==> config.mk <==
export PLATFORM = sky130hd
export DESIGN_NAME = current_monitor_avg_hysteresis
export DESIGN_NICKNAME = d
export VERILOG_FILES = /design/src/design/cmavg_pkg.sv /design/src/design/current_monitor_avg_hysteresis.sv /design/src/design/cmavg_ram.sv /design/src/design/cmavg_front.sv /design/src/design/cmavg_fifo.sv /design/src/design/cmavg_back.sv
export SDC_FILE = /design/constraint.sdc
export NUM_CORES = 2
export LEC_CHECK = 0
export ABC_CLOCK_PERIOD_IN_PS = 8200
export BUFFER_PORTS_ARGS = -buffer_cell sky130_fd_sc_hd__buf_2
export CAP_MARGIN = 10
export CORE_MARGIN = 4
export CORE_UTILIZATION = 29
export CTS_CLUSTER_DIAMETER = 150
export DETAILED_ROUTE_END_ITERATION = 6
export GPL_ROUTABILITY_DRIVEN = 0
export PLACE_DENSITY = 0.49
export SETUP_SLACK_MARGIN = 0.1
export SLEW_MARGIN = 15
export SYNTH_ARGS = -nofsm -noshare
export SYNTH_HDL_FRONTEND = slang
export SYNTH_SLANG_ARGS = --single-unit
==> constraint.sdc <==
create_clock -name i_clk -period 8.2 [get_ports i_clk]
set_input_delay 2.46 -clock i_clk [delete_from_list [all_inputs] [get_ports i_clk]]
set_output_delay 2.46 -clock i_clk [all_outputs]
set_load 0.01 [all_outputs]
==> src/design/cmavg_pkg.sv <==
// Shared types, constants and a helper function for the current monitor.
// No dependencies; the files that use this package refer to it by scoped names.
package cmavg_pkg;

    // Sizes of the sample window and of the data paths.
    localparam int MAX_WINDOW = 32;
    localparam int SLOT_W     = (MAX_WINDOW > 1) ? $clog2(MAX_WINDOW) : 1;
    localparam int COUNT_W    = $clog2(MAX_WINDOW + 1);
    localparam int CODE_W     = 12;
    localparam int ZERO_W     = 12;
    localparam int SCALE_W    = 20;
    localparam int LEN_W      = 6;
    localparam int SAMPLE_W   = 16;
    localparam int HYST_W     = 15;
    localparam int FRAC_W     = 16;
    localparam int DIFF_W     = ((CODE_W > ZERO_W) ? CODE_W : ZERO_W) + 1;
    localparam int PROD_W     = DIFF_W + SCALE_W + 1;
    localparam int QUOT_W     = PROD_W - FRAC_W;
    localparam int TOTAL_W    = SAMPLE_W + SLOT_W + 1;
    localparam int DIV_STEPS  = TOTAL_W;
    localparam int STEP_W     = $clog2(DIV_STEPS);
    localparam int CMP_W      = SAMPLE_W + 2;
    localparam int FIFO_DEPTH = 2;

    // Configuration port.
    localparam int CFG_IDX_W  = 3;
    localparam int CFG_DATA_W = 20;

    typedef enum logic [CFG_IDX_W-1:0] {
        CFG_ZERO_CODE = 3'd0,
        CFG_SCALE     = 3'd1,
        CFG_WIN_LEN   = 3'd2,
        CFG_OVER      = 3'd3,
        CFG_REVERSE   = 3'd4,
        CFG_HYST      = 3'd5
    } t_cfg_idx;

    typedef struct packed {
        logic [ZERO_W-1:0]          zero_code;
        logic [SCALE_W-1:0]         scale_q16;
        logic [LEN_W-1:0]           win_len;
        logic signed [SAMPLE_W-1:0] over_limit;
        logic signed [SAMPLE_W-1:0] reverse_limit;
        logic [HYST_W-1:0]          hyst_band;
    } t_cfg;

    typedef enum logic [1:0] {
        LVL_NORMAL  = 2'd0,
        LVL_OVER    = 2'd1,
        LVL_REVERSE = 2'd2
    } t_level;

    typedef enum logic [1:0] {
        FR_IDLE,
        FR_MUL,
        FR_SAT
    } t_front_state;

    typedef enum logic [2:0] {
        BK_IDLE,
        BK_READ,
        BK_SUM,
        BK_DIV,
        BK_AVG,
        BK_OUT
    } t_back_state;

    // Window length as used: zero acts as one, anything above the window size
    // acts as the window size.
    function automatic logic [COUNT_W-1:0] eff_length(input logic [LEN_W-1:0] len);
        logic [COUNT_W-1:0] res;
        if (len == '0) begin
            res = COUNT_W'(1);
        end else if (int'(len) > MAX_WINDOW) begin
            res = COUNT_W'(MAX_WINDOW);
        end else begin
            res = COUNT_W'(len);
        end
        return res;
    endfunction

endpackage

==> src/design/current_monitor_avg_hysteresis.sv <==
// Top level of the current monitor: configuration registers and the front end,
// queue and back end. Depends on cmavg_pkg, cmavg_front, cmavg_fifo, cmavg_back.
//
// Usage: each request on the input channel (i_adc_valid / o_adc_ready) carries
// one 12-bit converter code. The front end turns it into signed deci-amps
// and drops it into a two-entry queue. The back end updates the
// 32-entry window and its running total, divides the total by the fill count
// with a one-bit-per-cycle restoring divider and runs the hysteresis comparator.
// Each input request gives exactly one result request on the output channel
// (o_res_valid / i_res_ready) with the sample, the average, the window-full
// flag, the level and the level-change event.
// The back end runs a 22-step divider and takes no new sample until its result
// is out; the front end and queue can take up to three more codes meanwhile.
// The result sits in an output register, so a stalled receiver only holds the
// back end; the front end keeps accepting until the queue fills.
// Reset (synchronous, active low) loads the register defaults, empties the
// window and puts the comparator in the normal level. Writing the window length
// through the configuration port empties the window and keeps the level.
module current_monitor_avg_hysteresis (
    input  logic                                    i_clk,
    input  logic                                    i_rst_n,
    input  logic                                    i_cfg_we,
    input  logic [cmavg_pkg::CFG_IDX_W-1:0]         i_cfg_index,
    input  logic [cmavg_pkg::CFG_DATA_W-1:0]        i_cfg_data,
    input  logic                                    i_adc_valid,
    output logic                                    o_adc_ready,
    input  logic [cmavg_pkg::CODE_W-1:0]            i_adc_code,
    output logic                                    o_res_valid,
    input  logic                                    i_res_ready,
    output logic signed [cmavg_pkg::SAMPLE_W-1:0]   o_sample_current,
    output logic signed [cmavg_pkg::SAMPLE_W-1:0]   o_average_current,
    output logic                                    o_window_ready,
    output logic [1:0]                              o_level_state,
    output logic                                    o_state_changed
);

    cmavg_pkg::t_cfg r_cfg;

    logic                                  w_clear;
    logic                                  w_push;
    logic signed [cmavg_pkg::SAMPLE_W-1:0] w_push_data;
    logic                                  w_full;
    logic                                  w_pop;
    logic signed [cmavg_pkg::SAMPLE_W-1:0] w_pop_data;
    logic                                  w_empty;

    // A write of the window length also clears the window in the back end.
    assign w_clear = i_cfg_we && (i_cfg_index == cmavg_pkg::CFG_WIN_LEN);

    always_ff @(posedge i_clk) begin
        if (!i_rst_n) begin
            r_cfg.zero_code     <= cmavg_pkg::ZERO_W'(2048);
            r_cfg.scale_q16     <= cmavg_pkg::SCALE_W'(80019);
            r_cfg.win_len       <= cmavg_pkg::LEN_W'(32);
            r_cfg.over_limit    <= cmavg_pkg::SAMPLE_W'(1500);
            r_cfg.reverse_limit <= cmavg_pkg::SAMPLE_W'(-1500);
            r_cfg.hyst_band     <= cmavg_pkg::HYST_W'(50);
        end else if (i_cfg_we) begin
            unique case (i_cfg_index)
                cmavg_pkg::CFG_ZERO_CODE: r_cfg.zero_code  <= i_cfg_data[cmavg_pkg::ZERO_W-1:0];
                cmavg_pkg::CFG_SCALE:     r_cfg.scale_q16  <= i_cfg_data[cmavg_pkg::SCALE_W-1:0];
                cmavg_pkg::CFG_WIN_LEN:   r_cfg.win_len    <= i_cfg_data[cmavg_pkg::LEN_W-1:0];
                cmavg_pkg::CFG_OVER:      r_cfg.over_limit <= i_cfg_data[cmavg_pkg::SAMPLE_W-1:0];
                cmavg_pkg::CFG_REVERSE: begin
                    r_cfg.reverse_limit <= i_cfg_data[cmavg_pkg::SAMPLE_W-1:0];
                end
                cmavg_pkg::CFG_HYST:      r_cfg.hyst_band  <= i_cfg_data[cmavg_pkg::HYST_W-1:0];
                default: begin
                end
            endcase
        end
    end

    cmavg_front u_front (
        .i_clk   (i_clk),
        .i_rst_n (i_rst_n),
        .i_cfg   (r_cfg),
        .i_valid (i_adc_valid),
        .o_ready (o_adc_ready),
        .i_code  (i_adc_code),
        .o_push  (w_push),
        .o_sample(w_push_data),
        .i_full  (w_full)
    );

    cmavg_fifo u_fifo (
        .i_clk  (i_clk),
        .i_rst_n(i_rst_n),
        .i_push (w_push),
        .i_data (w_push_data),
        .o_full (w_full),
        .i_pop  (w_pop),
        .o_data (w_pop_data),
        .o_empty(w_empty)
    );

    cmavg_back u_back (
        .i_clk            (i_clk),
        .i_rst_n          (i_rst_n),
        .i_cfg            (r_cfg),
        .i_clear          (w_clear),
        .i_empty          (w_empty),
        .i_data           (w_pop_data),
        .o_pop            (w_pop),
        .o_valid          (o_res_valid),
        .i_ready          (i_res_ready),
        .o_sample_current (o_sample_current),
        .o_average_current(o_average_current),
        .o_window_ready   (o_window_ready),
        .o_level_state    (o_level_state),
        .o_state_changed  (o_state_changed)
    );

endmodule

==> src/design/cmavg_ram.sv <==
// Generic single-write, single-read RAM with a registered read port.
// No dependencies.
module cmavg_ram #(
    parameter int WIDTH = 16,
    parameter int DEPTH = 32
) (
    input  logic                                        i_clk,
    input  logic                                        i_we,
    input  logic [((DEPTH > 1) ? $clog2(DEPTH) : 1)-1:0] i_waddr,
    input  logic [WIDTH-1:0]                            i_wdata,
    input  logic [((DEPTH > 1) ? $clog2(DEPTH) : 1)-1:0] i_raddr,
    output logic [WIDTH-1:0]                            o_rdata
);

    logic [WIDTH-1:0] r_mem [DEPTH];
    logic [WIDTH-1:0] r_rdata;

    always_ff @(posedge i_clk) begin
        if (i_we) begin
            r_mem[i_waddr] <= i_wdata;
        end
        r_rdata <= r_mem[i_raddr];
    end

    assign o_rdata = r_rdata;

endmodule

==> src/design/cmavg_front.sv <==
// Front end: accepts converter codes and turns them into saturated deci-amps.
// Depends on cmavg_pkg.
module cmavg_front (
    input  logic                                 i_clk,
    input  logic                                 i_rst_n,
    input  cmavg_pkg::t_cfg                      i_cfg,
    input  logic                                 i_valid,
    output logic                                 o_ready,
    input  logic [cmavg_pkg::CODE_W-1:0]         i_code,
    output logic                                 o_push,
    output logic signed [cmavg_pkg::SAMPLE_W-1:0] o_sample,
    input  logic                                 i_full
);

    localparam int DIFF_W   = cmavg_pkg::DIFF_W;
    localparam int PROD_W   = cmavg_pkg::PROD_W;
    localparam int QUOT_W   = cmavg_pkg::QUOT_W;
    localparam int SAMPLE_W = cmavg_pkg::SAMPLE_W;

    cmavg_pkg::t_front_state r_state, n_state;

    logic signed [DIFF_W-1:0] r_diff;
    logic signed [PROD_W-1:0] r_prod;
    logic signed [DIFF_W-1:0] w_diff;
    logic signed [PROD_W-1:0] w_diff_x;
    logic signed [PROD_W-1:0] w_scale_x;
    logic signed [QUOT_W-1:0] w_quot;
    logic signed [QUOT_W-1:0] w_max;
    logic signed [QUOT_W-1:0] w_min;

    assign w_diff = $signed(DIFF_W'(i_code)) - $signed(DIFF_W'(i_cfg.zero_code));
    assign w_diff_x  = {{(PROD_W-DIFF_W){r_diff[DIFF_W-1]}}, r_diff};
    assign w_scale_x = $signed(PROD_W'(i_cfg.scale_q16));

    // The arithmetic shift rounds toward minus infinity, then saturate.
    assign w_quot = QUOT_W'(r_prod >>> cmavg_pkg::FRAC_W);
    assign w_max  = {{(QUOT_W-SAMPLE_W+1){1'b0}}, {(SAMPLE_W-1){1'b1}}};
    assign w_min  = {{(QUOT_W-SAMPLE_W+1){1'b1}}, {(SAMPLE_W-1){1'b0}}};

    always_comb begin
        if (w_quot > w_max) begin
            o_sample = SAMPLE_W'(w_max);
        end else if (w_quot < w_min) begin
            o_sample = SAMPLE_W'(w_min);
        end else begin
            o_sample = SAMPLE_W'(w_quot);
        end
    end

    always_ff @(posedge i_clk) begin
        if (!i_rst_n) begin
            r_state <= cmavg_pkg::FR_IDLE;
        end else begin
            r_state <= n_state;
        end
    end

    always_ff @(posedge i_clk) begin
        if (i_valid && o_ready) begin
            r_diff <= w_diff;
        end
        if (r_state == cmavg_pkg::FR_MUL) begin
            r_prod <= w_diff_x * w_scale_x;
        end
    end

    always_comb begin
        n_state = r_state;
        o_ready = 1'b0;
        o_push  = 1'b0;
        unique case (r_state)
            cmavg_pkg::FR_IDLE: begin
                o_ready = 1'b1;
                if (i_valid) begin
                    n_state = cmavg_pkg::FR_MUL;
                end
            end
            cmavg_pkg::FR_MUL: begin
                n_state = cmavg_pkg::FR_SAT;
            end
            cmavg_pkg::FR_SAT: begin
                if (!i_full) begin
                    o_push  = 1'b1;
                    n_state = cmavg_pkg::FR_IDLE;
                end
            end
            default: begin
                n_state = cmavg_pkg::FR_IDLE;
            end
        endcase
    end

endmodule

==> src/design/cmavg_fifo.sv <==
// Short queue of converted samples between the front and back ends.
// Depends on cmavg_pkg.
module cmavg_fifo (
    input  logic                                  i_clk,
    input  logic                                  i_rst_n,
    input  logic                                  i_push,
    input  logic signed [cmavg_pkg::SAMPLE_W-1:0] i_data,
    output logic                                  o_full,
    input  logic                                  i_pop,
    output logic signed [cmavg_pkg::SAMPLE_W-1:0] o_data,
    output logic                                  o_empty
);

    localparam int DEPTH = cmavg_pkg::FIFO_DEPTH;
    localparam int PTR_W = (DEPTH > 1) ? $clog2(DEPTH) : 1;
    localparam int CNT_W = $clog2(DEPTH + 1);

    logic signed [cmavg_pkg::SAMPLE_W-1:0] r_mem [DEPTH];
    logic [PTR_W-1:0] r_wr_ptr;
    logic [PTR_W-1:0] r_rd_ptr;
    logic [CNT_W-1:0] r_count;
    logic             w_push;
    logic             w_pop;

    assign o_full  = (r_count == CNT_W'(DEPTH));
    assign o_empty = (r_count == '0);
    assign o_data  = r_mem[r_rd_ptr];
    assign w_push  = i_push && !o_full;
    assign w_pop   = i_pop && !o_empty;

    always_ff @(posedge i_clk) begin
        if (!i_rst_n) begin
            r_wr_ptr <= '0;
            r_rd_ptr <= '0;
            r_count  <= '0;
        end else begin
            if (w_push) begin
                r_wr_ptr <= (int'(r_wr_ptr) == DEPTH - 1) ? '0 : r_wr_ptr + 1'b1;
            end
            if (w_pop) begin
                r_rd_ptr <= (int'(r_rd_ptr) == DEPTH - 1) ? '0 : r_rd_ptr + 1'b1;
            end
            if (w_push && !w_pop) begin
                r_count <= r_count + 1'b1;
            end else if (w_pop && !w_push) begin
                r_count <= r_count - 1'b1;
            end
        end
    end

    always_ff @(posedge i_clk) begin
        if (w_push) begin
            r_mem[r_wr_ptr] <= i_data;
        end
    end

endmodule

==> src/design/cmavg_back.sv <==
// Back end: sample window, running total, iterative average and the
// hysteresis comparator, with the result register. Depends on cmavg_pkg
// and cmavg_ram.
module cmavg_back (
    input  logic                                  i_clk,
    input  logic                                  i_rst_n,
    input  cmavg_pkg::t_cfg                       i_cfg,
    input  logic                                  i_clear,
    input  logic                                  i_empty,
    input  logic signed [cmavg_pkg::SAMPLE_W-1:0] i_data,
    output logic                                  o_pop,
    output logic                                  o_valid,
    input  logic                                  i_ready,
    output logic signed [cmavg_pkg::SAMPLE_W-1:0] o_sample_current,
    output logic signed [cmavg_pkg::SAMPLE_W-1:0] o_average_current,
    output logic                                  o_window_ready,
    output logic [1:0]                            o_level_state,
    output logic                                  o_state_changed
);

    localparam int SAMPLE_W = cmavg_pkg::SAMPLE_W;
    localparam int SLOT_W   = cmavg_pkg::SLOT_W;
    localparam int COUNT_W  = cmavg_pkg::COUNT_W;
    localparam int TOTAL_W  = cmavg_pkg::TOTAL_W;
    localparam int STEP_W   = cmavg_pkg::STEP_W;
    localparam int CMP_W    = cmavg_pkg::CMP_W;

    cmavg_pkg::t_back_state r_state, n_state;
    cmavg_pkg::t_level      r_level, n_level;

    logic [SLOT_W-1:0]          r_slot;
    logic [COUNT_W-1:0]         r_filled;
    logic signed [TOTAL_W-1:0]  r_total;
    logic signed [SAMPLE_W-1:0] r_cur;
    logic [COUNT_W-1:0]         r_rem;
    logic [TOTAL_W-1:0]         r_quo;
    logic                       r_neg;
    logic [STEP_W-1:0]          r_step;
    logic                       r_full;
    logic signed [SAMPLE_W-1:0] r_avg;
    logic                       r_out_valid;

    logic [COUNT_W-1:0]         w_len;
    logic                       w_was_full;
    logic signed [SAMPLE_W-1:0] w_old;
    logic [COUNT_W:0]           w_rem_sh;
    logic                       w_bit;
    logic [TOTAL_W-1:0]         w_quo_signed;
    logic                       w_load_out;
    logic signed [CMP_W-1:0]    w_avg_x;
    logic signed [CMP_W-1:0]    w_over_x;
    logic signed [CMP_W-1:0]    w_rev_x;
    logic signed [CMP_W-1:0]    w_hyst_x;

    assign w_len      = cmavg_pkg::eff_length(i_cfg.win_len);
    assign w_was_full = (r_filled >= w_len);

    cmavg_ram #(
        .WIDTH(SAMPLE_W),
        .DEPTH(cmavg_pkg::MAX_WINDOW)
    ) u_window (
        .i_clk  (i_clk),
        .i_we   (r_state == cmavg_pkg::BK_READ),
        .i_waddr(r_slot),
        .i_wdata(r_cur),
        .i_raddr(r_slot),
        .o_rdata(w_old)
    );

    // One restoring division step on the magnitude of the total.
    assign w_rem_sh     = {r_rem, r_quo[TOTAL_W-1]};
    assign w_bit        = (w_rem_sh >= {1'b0, r_filled});
    assign w_quo_signed = r_neg ? (~r_quo + 1'b1) : r_quo;

    assign w_avg_x  = CMP_W'(r_avg);
    assign w_over_x = CMP_W'(i_cfg.over_limit);
    assign w_rev_x  = CMP_W'(i_cfg.reverse_limit);
    assign w_hyst_x = $signed(CMP_W'(i_cfg.hyst_band));

    always_comb begin
        n_level = r_level;
        if (r_full) begin
            unique case (r_level)
                cmavg_pkg::LVL_NORMAL: begin
                    if (w_avg_x >= w_over_x) begin
                        n_level = cmavg_pkg::LVL_OVER;
                    end else if (w_avg_x <= w_rev_x) begin
                        n_level = cmavg_pkg::LVL_REVERSE;
                    end
                end
                cmavg_pkg::LVL_OVER: begin
                    if (w_avg_x <= w_over_x - w_hyst_x) begin
                        n_level = cmavg_pkg::LVL_NORMAL;
                    end
                end
                cmavg_pkg::LVL_REVERSE: begin
                    if (w_avg_x >= w_rev_x + w_hyst_x) begin
                        n_level = cmavg_pkg::LVL_NORMAL;
                    end
                end
                default: begin
                    n_level = cmavg_pkg::LVL_NORMAL;
                end
            endcase
        end
    end

    always_comb begin
        n_state    = r_state;
        o_pop      = 1'b0;
        w_load_out = 1'b0;
        unique case (r_state)
            cmavg_pkg::BK_IDLE: begin
                if (!i_empty) begin
                    o_pop   = 1'b1;
                    n_state = cmavg_pkg::BK_READ;
                end
            end
            cmavg_pkg::BK_READ: begin
                n_state = cmavg_pkg::BK_SUM;
            end
            cmavg_pkg::BK_SUM: begin
                n_state = cmavg_pkg::BK_DIV;
            end
            cmavg_pkg::BK_DIV: begin
                if (int'(r_step) == cmavg_pkg::DIV_STEPS - 1) begin
                    n_state = cmavg_pkg::BK_AVG;
                end
            end
            cmavg_pkg::BK_AVG: begin
                n_state = cmavg_pkg::BK_OUT;
            end
            cmavg_pkg::BK_OUT: begin
                if (!r_out_valid || i_ready) begin
                    w_load_out = 1'b1;
                    n_state    = cmavg_pkg::BK_IDLE;
                end
            end
            default: begin
                n_state = cmavg_pkg::BK_IDLE;
            end
        endcase
    end

    always_ff @(posedge i_clk) begin
        if (!i_rst_n) begin
            r_state     <= cmavg_pkg::BK_IDLE;
            r_level     <= cmavg_pkg::LVL_NORMAL;
            r_slot      <= '0;
            r_filled    <= '0;
            r_total     <= '0;
            r_out_valid <= 1'b0;
        end else begin
            r_state <= n_state;
            if (i_clear) begin
                r_slot   <= '0;
                r_filled <= '0;
                r_total  <= '0;
            end else if (r_state == cmavg_pkg::BK_READ) begin
                // The old entry leaves the total only once the window is full.
                if (w_was_full) begin
                    r_total <= r_total - TOTAL_W'(w_old) + TOTAL_W'(r_cur);
                end else begin
                    r_total  <= r_total + TOTAL_W'(r_cur);
                    r_filled <= r_filled + 1'b1;
                end
                r_slot <= (COUNT_W'(r_slot) + 1'b1 == w_len) ? '0 : r_slot + 1'b1;
            end
            if (w_load_out) begin
                r_level     <= n_level;
                r_out_valid <= 1'b1;
            end else if (i_ready) begin
                r_out_valid <= 1'b0;
            end
        end
    end

    always_ff @(posedge i_clk) begin
        if (o_pop) begin
            r_cur <= i_data;
        end
        unique case (r_state)
            cmavg_pkg::BK_SUM: begin
                r_full <= w_was_full;
                r_neg  <= r_total[TOTAL_W-1];
                r_quo  <= r_total[TOTAL_W-1] ? TOTAL_W'(-r_total) : TOTAL_W'(r_total);
                r_rem  <= '0;
                r_step <= '0;
            end
            cmavg_pkg::BK_DIV: begin
                r_rem  <= w_bit ? COUNT_W'(w_rem_sh - {1'b0, r_filled}) : COUNT_W'(w_rem_sh);
                r_quo  <= {r_quo[TOTAL_W-2:0], w_bit};
                r_step <= r_step + 1'b1;
            end
            cmavg_pkg::BK_AVG: begin
                r_avg <= SAMPLE_W'(w_quo_signed);
            end
            default: begin
            end
        endcase
        if (w_load_out) begin
            o_sample_current  <= r_cur;
            o_average_current <= r_avg;
            o_window_ready    <= r_full;
            o_level_state     <= n_level;
            o_state_changed   <= (n_level != r_level);
        end
    end

    assign o_valid = r_out_valid;

endmodule

Yosys cells after proc, flatten, opt, wreduce, memory -nomap -nowiden
Memories as Yosys holds them, arrays and structs flattened. A register that Yosys moved wholly into a read port is not among the register bits.
Index checks and enable logic that the tools add are counted.
Widths: inputs -> output; s select.
{"block": "totals", "n_memories": 2, "word_cells": 157, "input_bits": 40, "register_bits": 264, "mem_bits_rw": 544, "out_inout_bits": 38}
{"name": "u_back.u_window.r_mem", "depth": 32, "width": 16, "read_ports": 1, "rd_ports_with_merged_regs": 1, "write_ports": 1, "line": "cmavg_ram.sv:15", "source": "logic [WIDTH-1:0] r_mem [DEPTH];"}
{"name": "u_fifo.r_mem", "depth": 2, "width": 16, "read_ports": 1, "rd_ports_with_merged_regs": 1, "write_ports": 1, "line": "cmavg_fifo.sv:18", "source": "logic signed [cmavg_pkg::SAMPLE_W-1:0] r_mem [DEPTH];"}
{"block": "classes", "n_mux": 42, "n_bitwise": 3, "mul": 1, "add_sub_neg": 17, "magnitude_cmp": 9, "eq_ne": 23, "reduce_logical": 31}
{"op": "$mux 16", "count": 3}
{"op": "$add 22x16->22", "count": 2}
{"op": "$mux 22", "count": 2}
{"op": "$pmux 22 s2", "count": 1}
{"op": "$mul 13x21->34", "count": 1}
{"op": "$neg 22->22", "count": 1}
{"op": "$sub 22x16->22", "count": 1}
{"op": "$gt 18x16->1 const B", "count": 1}
{"op": "$lt 18x16->1 const B", "count": 1}
{"op": "$mux 2", "count": 9}
{"op": "$mux 6", "count": 3}
{"op": "$pmux 3 s6", "count": 1}
{"op": "$add 16x16->17", "count": 1}
{"op": "$ge 16x17->1", "count": 1}
{"op": "$le 16x17->1", "count": 1}
{"op": "$sub 16x16->17", "count": 1}
{"op": "$add 16x1->16 const B", "count": 1}
{"op": "$ge 16x16->1", "count": 1}
{"op": "$le 16x16->1", "count": 1}
{"op": "$not 16->16", "count": 1}
{"op": "$reduce_and 2->1", "count": 8}
{"op": "$mux 1", "count": 15}
{"op": "$sub 12x12->13", "count": 1}
{"op": "$eq 3x2->1 const B", "count": 4}
{"op": "other kinds (34)", "count": 64}

Logic depth before layout (Yosys ltp)
{"block": "logic_depth", "word_depth": 8, "mapped_depth": 22, "mapped_depth_nobuf": 22}

Hierarchy
From an unflattened synthesis, not the netlist that was laid out.
{"block": "unflattened", "cells_unflattened": 4018, "area_unflattened_um2": 47657.0}
{"module": "cmavg_ram", "area_each_um2": 20534.7, "n_inst": 1, "cells_each": 1143}
{"module": "cmavg_back", "area_each_um2": 12306.8, "n_inst": 1, "cells_each": 1353}
{"module": "cmavg_front", "area_each_um2": 10132.2, "n_inst": 1, "cells_each": 1125}
{"module": "current_monitor_avg_hysteresis", "area_each_um2": 3295.7, "n_inst": 1, "cells_each": 322}
{"module": "cmavg_fifo", "area_each_um2": 1387.6, "n_inst": 1, "cells_each": 75}

Least setup slack after synthesis
Ideal clock, no wire load.
{"block": "synth_timing", "path_kind": "register -> register", "from": "register u_front.r_diff[9]", "to": "register u_front.r_prod[33] (data pin)", "path_slack_ns": 2.139, "path_stages_with_launch": 20, "path_buffers": 1, "setup_ns": 0.260, "t_arrival_ns": 5.801, "cell_sequence": "edfxtp_1 -> clkbuf_1 -> and2_1 -> fa_1 -> fa_1 -> inv_1 -> fa_1 -> inv_1 -> fa_1 -> fa_1 -> ha_1 -> ha_1 -> a21oi_1 -> o21ai_0 -> a221o_1 -> a221o_1 -> a31o_2 -> a2111oi_2 -> o21bai_1 -> xnor2_1"}
{"block": "synth_via", "elab_chain_len": 1}
{"element": "start, declared", "line": "cmavg_front.sv:22", "source": "logic signed [DIFF_W-1:0] r_diff;"}
{"element": "start signal, assigned", "line": "cmavg_front.sv:60", "source": "r_diff <= w_diff;"}
{"element": "$mul 13x21->34", "line": "cmavg_front.sv:63", "source": "r_prod <= w_diff_x * w_scale_x;"}
{"element": "end signal, assigned", "line": "cmavg_front.sv:63"}
{"element": "end, declared", "line": "cmavg_front.sv:23", "source": "logic signed [PROD_W-1:0] r_prod;"}
No other way between the ends.
A chain may end at the register's enable or synchronous reset.

Worst setup path in the final report
{"block": "layout_timing", "from": "register u_front.r_diff[9]", "to": "register u_front.r_prod[27] (data pin)"}
The elaborated chain is that of the path after synthesis.

==> flow_summary.ini <==
[timing]
rsz0062_at_grt = no
final-setup-viol-count = 0
hold_viol = 0
setup_tns_ps = 0
min_period_ps = 6910
timing.fmax_mhz = 145
drv_slew = 0
period_share_pct = 84.3
finalClockSkew_ps = 52.7
slew_headroom_pct = 23.9
worst_pin_slew_ps = 1140
whs_ps = 470

[floorplanning]
fp.dieW_um = 406
die_area_um2 = 165000
fp.dieH_um = 406
initial_utilization_pct = 29.3
rows = 145
ios = 78
placeableCoreArea_um2 = 157000

[drt]
drc = 0
drtIter0Drc = 2012
drtAntennaViolNets = 0
vias = 28400
vias_per_cell = 4.80
wl_mm = 120
dr.pass1.iters = 5
wl_per_cell_um = 20.3

[clock_tree]
clk_latency_ps = 700
cts_buffer_depth = 3
cts.repair.resized = 0
cts_tree = yes
clock_sinks = 824
clk_pin_slew_ps = 60
cts_root_buffer = clkbuf_16
cts_setup_buffers = 0
numCtsBuffers = 91
ctsHoldBuffers = 0
cts_max_level = 3

[power]
p_sw_share_pct = 35.8
seqPwrFrac_pct = 35.2
p_leak_nw = 19.5
powerDensity_nw_per_um2 = 299
p_comb_share_pct = 38.8
p_sw_w = 0.00554
clkPwrFrac_pct = 26.0
internal_power_w = 0.00995
totalPowerFinal_w = 0.0155
peakVddDrop_v = 0.000214

[global_route]
overflow = 0
grt_max_degree = 105
antenna_found_initial = 6
grt_usage_pct = 14.6
grt_pass1_vias = 28600
grt_pass1_wl_mm = 183

[synth]
synth-edff-count = 678
ys_ff_latch = 824
synth_top_area_share_pct = 44.4
ys.flop_type = edfxtp_1
ys_top_cells_by_count = 678 x edfxtp_1, 434 x nand2_1, 386 x inv_1, 280 x ha_1, 223 x fa_1
yosys_warnings = 0
ys_seq_area_share_pct = 50.7
synthesis.area_um2 = 45900
yosysTopAreaCell = edfxtp_1
syn-num-nets = 4247
netlist_instances = 3704
syn-mean-instance-area_um2 = 12.4
synth_most_common_cell = edfxtp_1
async_flop_share_pct = 0
synth.distinct_cells = 71
synth.area.top_cells = edfxtp_1 44%, fa_1 9.7%, ha_1 7.6%, dfxtp_1 6.4%, mux4_2 6.3%

[worst_setup_path]
crit_required_ps = 8620
crit_fanout = 20
end_kind = flop
path_class = reg2reg
r2r_cells = 18
critPathLaunchType = flop
arrival_ps = 7330

[place]
place_area_um2 = 48800
dpl.cell_count = 5747
portBuffers = 77
post-dp-hpwl_mm = 81.4

[run]
drv_cap = 0

[layout]
final_nets = 4325
drive_gt1_share_pct = 11.3
instances_no_fill = 5917
n_fill_cell = 15500
register_area_um2 = 23300
multiInputGateArea_um2 = 20600
synthToLayoutAreaGrowth_pct = 12.8
final_area_um2 = 51800

[worst_hold_path]
hold_path_class = reg2reg
hold_path_depth = 2

[run_status]
status = complete, no violations
## power groups by stage
stage / registers, W / clock network (W) / logic, W
2_1_floorplan: 0.00543 / 0 / 0.00440
3_3_place_gp: 0.00554 / 0 / 0.00610
3_5_place_dp: 0.00555 / 0 / 0.00611
4_1_cts: 0.00546 / 0.00415 / 0.00618
5_1_grt: 0.00550 / 0.00434 / 0.00688
6_report: 0.00545 / 0.00404 / 0.00601
## per-stage QoR
step                      setup slack (ps)  util (%)
after global routing                   934      33.0
after floorplan                       2140         -
final                                 1290      33.0
after detailed placement              1300      31.2
after global placement                1330      31.2
after CTS                             1280      33.0
## cell usage in the layout, fill, tap and decap left out, types with 66 or more instances in the layout
cell type,n
a21boi_0,68
a21oi_1,112
a22oi_1,66
and2_1,102
buf_2,77
buf_4,66
clkbuf_16,91
dfxtp_1,144
edfxtp_1,678
fa_1,223
ha_1,280
inv_1,386
mux4_2,128
nand2_1,434
nor2_1,191
o21ai_0,85
xnor2_1,94
## state kept, by name, indices dropped and copies added (netlist names), 5 cells and up
register                  flops
u_back.r_quo                 22
u_back.u_window.o_rdata      16
r_cfg                        85
u_front.r_prod               18
u_back.r_slot                 5
u_back.r_filled               6
u_back.u_window.r_mem       512
u_back.r_cur                 16
u_front.r_diff               13
u_back.r_rem                  6
u_back.o_sample_current      16
u_back.r_avg                 16
u_back.r_step                 5
u_fifo.r_mem                 32
u_back.o_average_current     16
u_back.r_total               22
## logic make-up (layout without fill, tap and decap cells)
kind of cell	Yosys count	after routing	share of synthesized area (%)
buffers and inverters	548	701	4.48
and+or+nand+nor	994	994	10.0
other	0	2	0
adders and majority gates	503	503	17.4
xor gates and xnor gates	134	134	2.56
AOI/OAI and AO/OA	552	552	8.09
muxes	149	149	6.78
DFF	824	824	50.7
## path summary, 6_finish.rpt
kind	start	endpoint	slack, ps
setup / recovery	u_front.r_diff[9]	u_front.r_prod[27]	1290
hold / removal	r_cfg[79]	r_cfg[79]	470
setup reg to reg	u_front.r_diff[9]	u_front.r_prod[27]	1290
hold reg to reg	r_cfg[79]	r_cfg[79]	470
## routing by layer
metal / wire length, um / track usage, % / up-vias
li1: - / - / 13300
met1: 56100 / 21.0 / 14300
met2: 56300 / 23.8 / 623
met3: 5620 / 2.00 / 133
met4: 2140 / 2.83 / 0
met5: 0 / 0 / -
## final cells by class
| type | instances | share of cell area, % |
|---|---|---|
| antenna | 2 | 0.00967 |
| tap | 2058 | 4.97 |
| multi-input combinational | 2332 | 39.8 |
| timing repair buffer | 145 | 1.78 |
| inverter | 388 | 2.81 |
| clock buffer | 122 | 4.66 |
| clock inverter | 46 | 1.01 |
| sequential | 824 | 45.0 |
## worst max-delay path, cell delays in order, from the launching register on
cell and delay, ps:
edfxtp_1 970, nand2_1 160, fa_1 510, inv_1 50, fa_1 560, fa_1 430
fa_1 510, fa_1 420, ha_1 280, ha_1 310, a21o_1 190, a21oi_1 340
nand2_1 90, o31ai_1 440, a21oi_1 310, a211oi_1 530, o21ai_0 260, a21oi_1 220
xnor2_1 80
(Power assumes the default switching activity.)
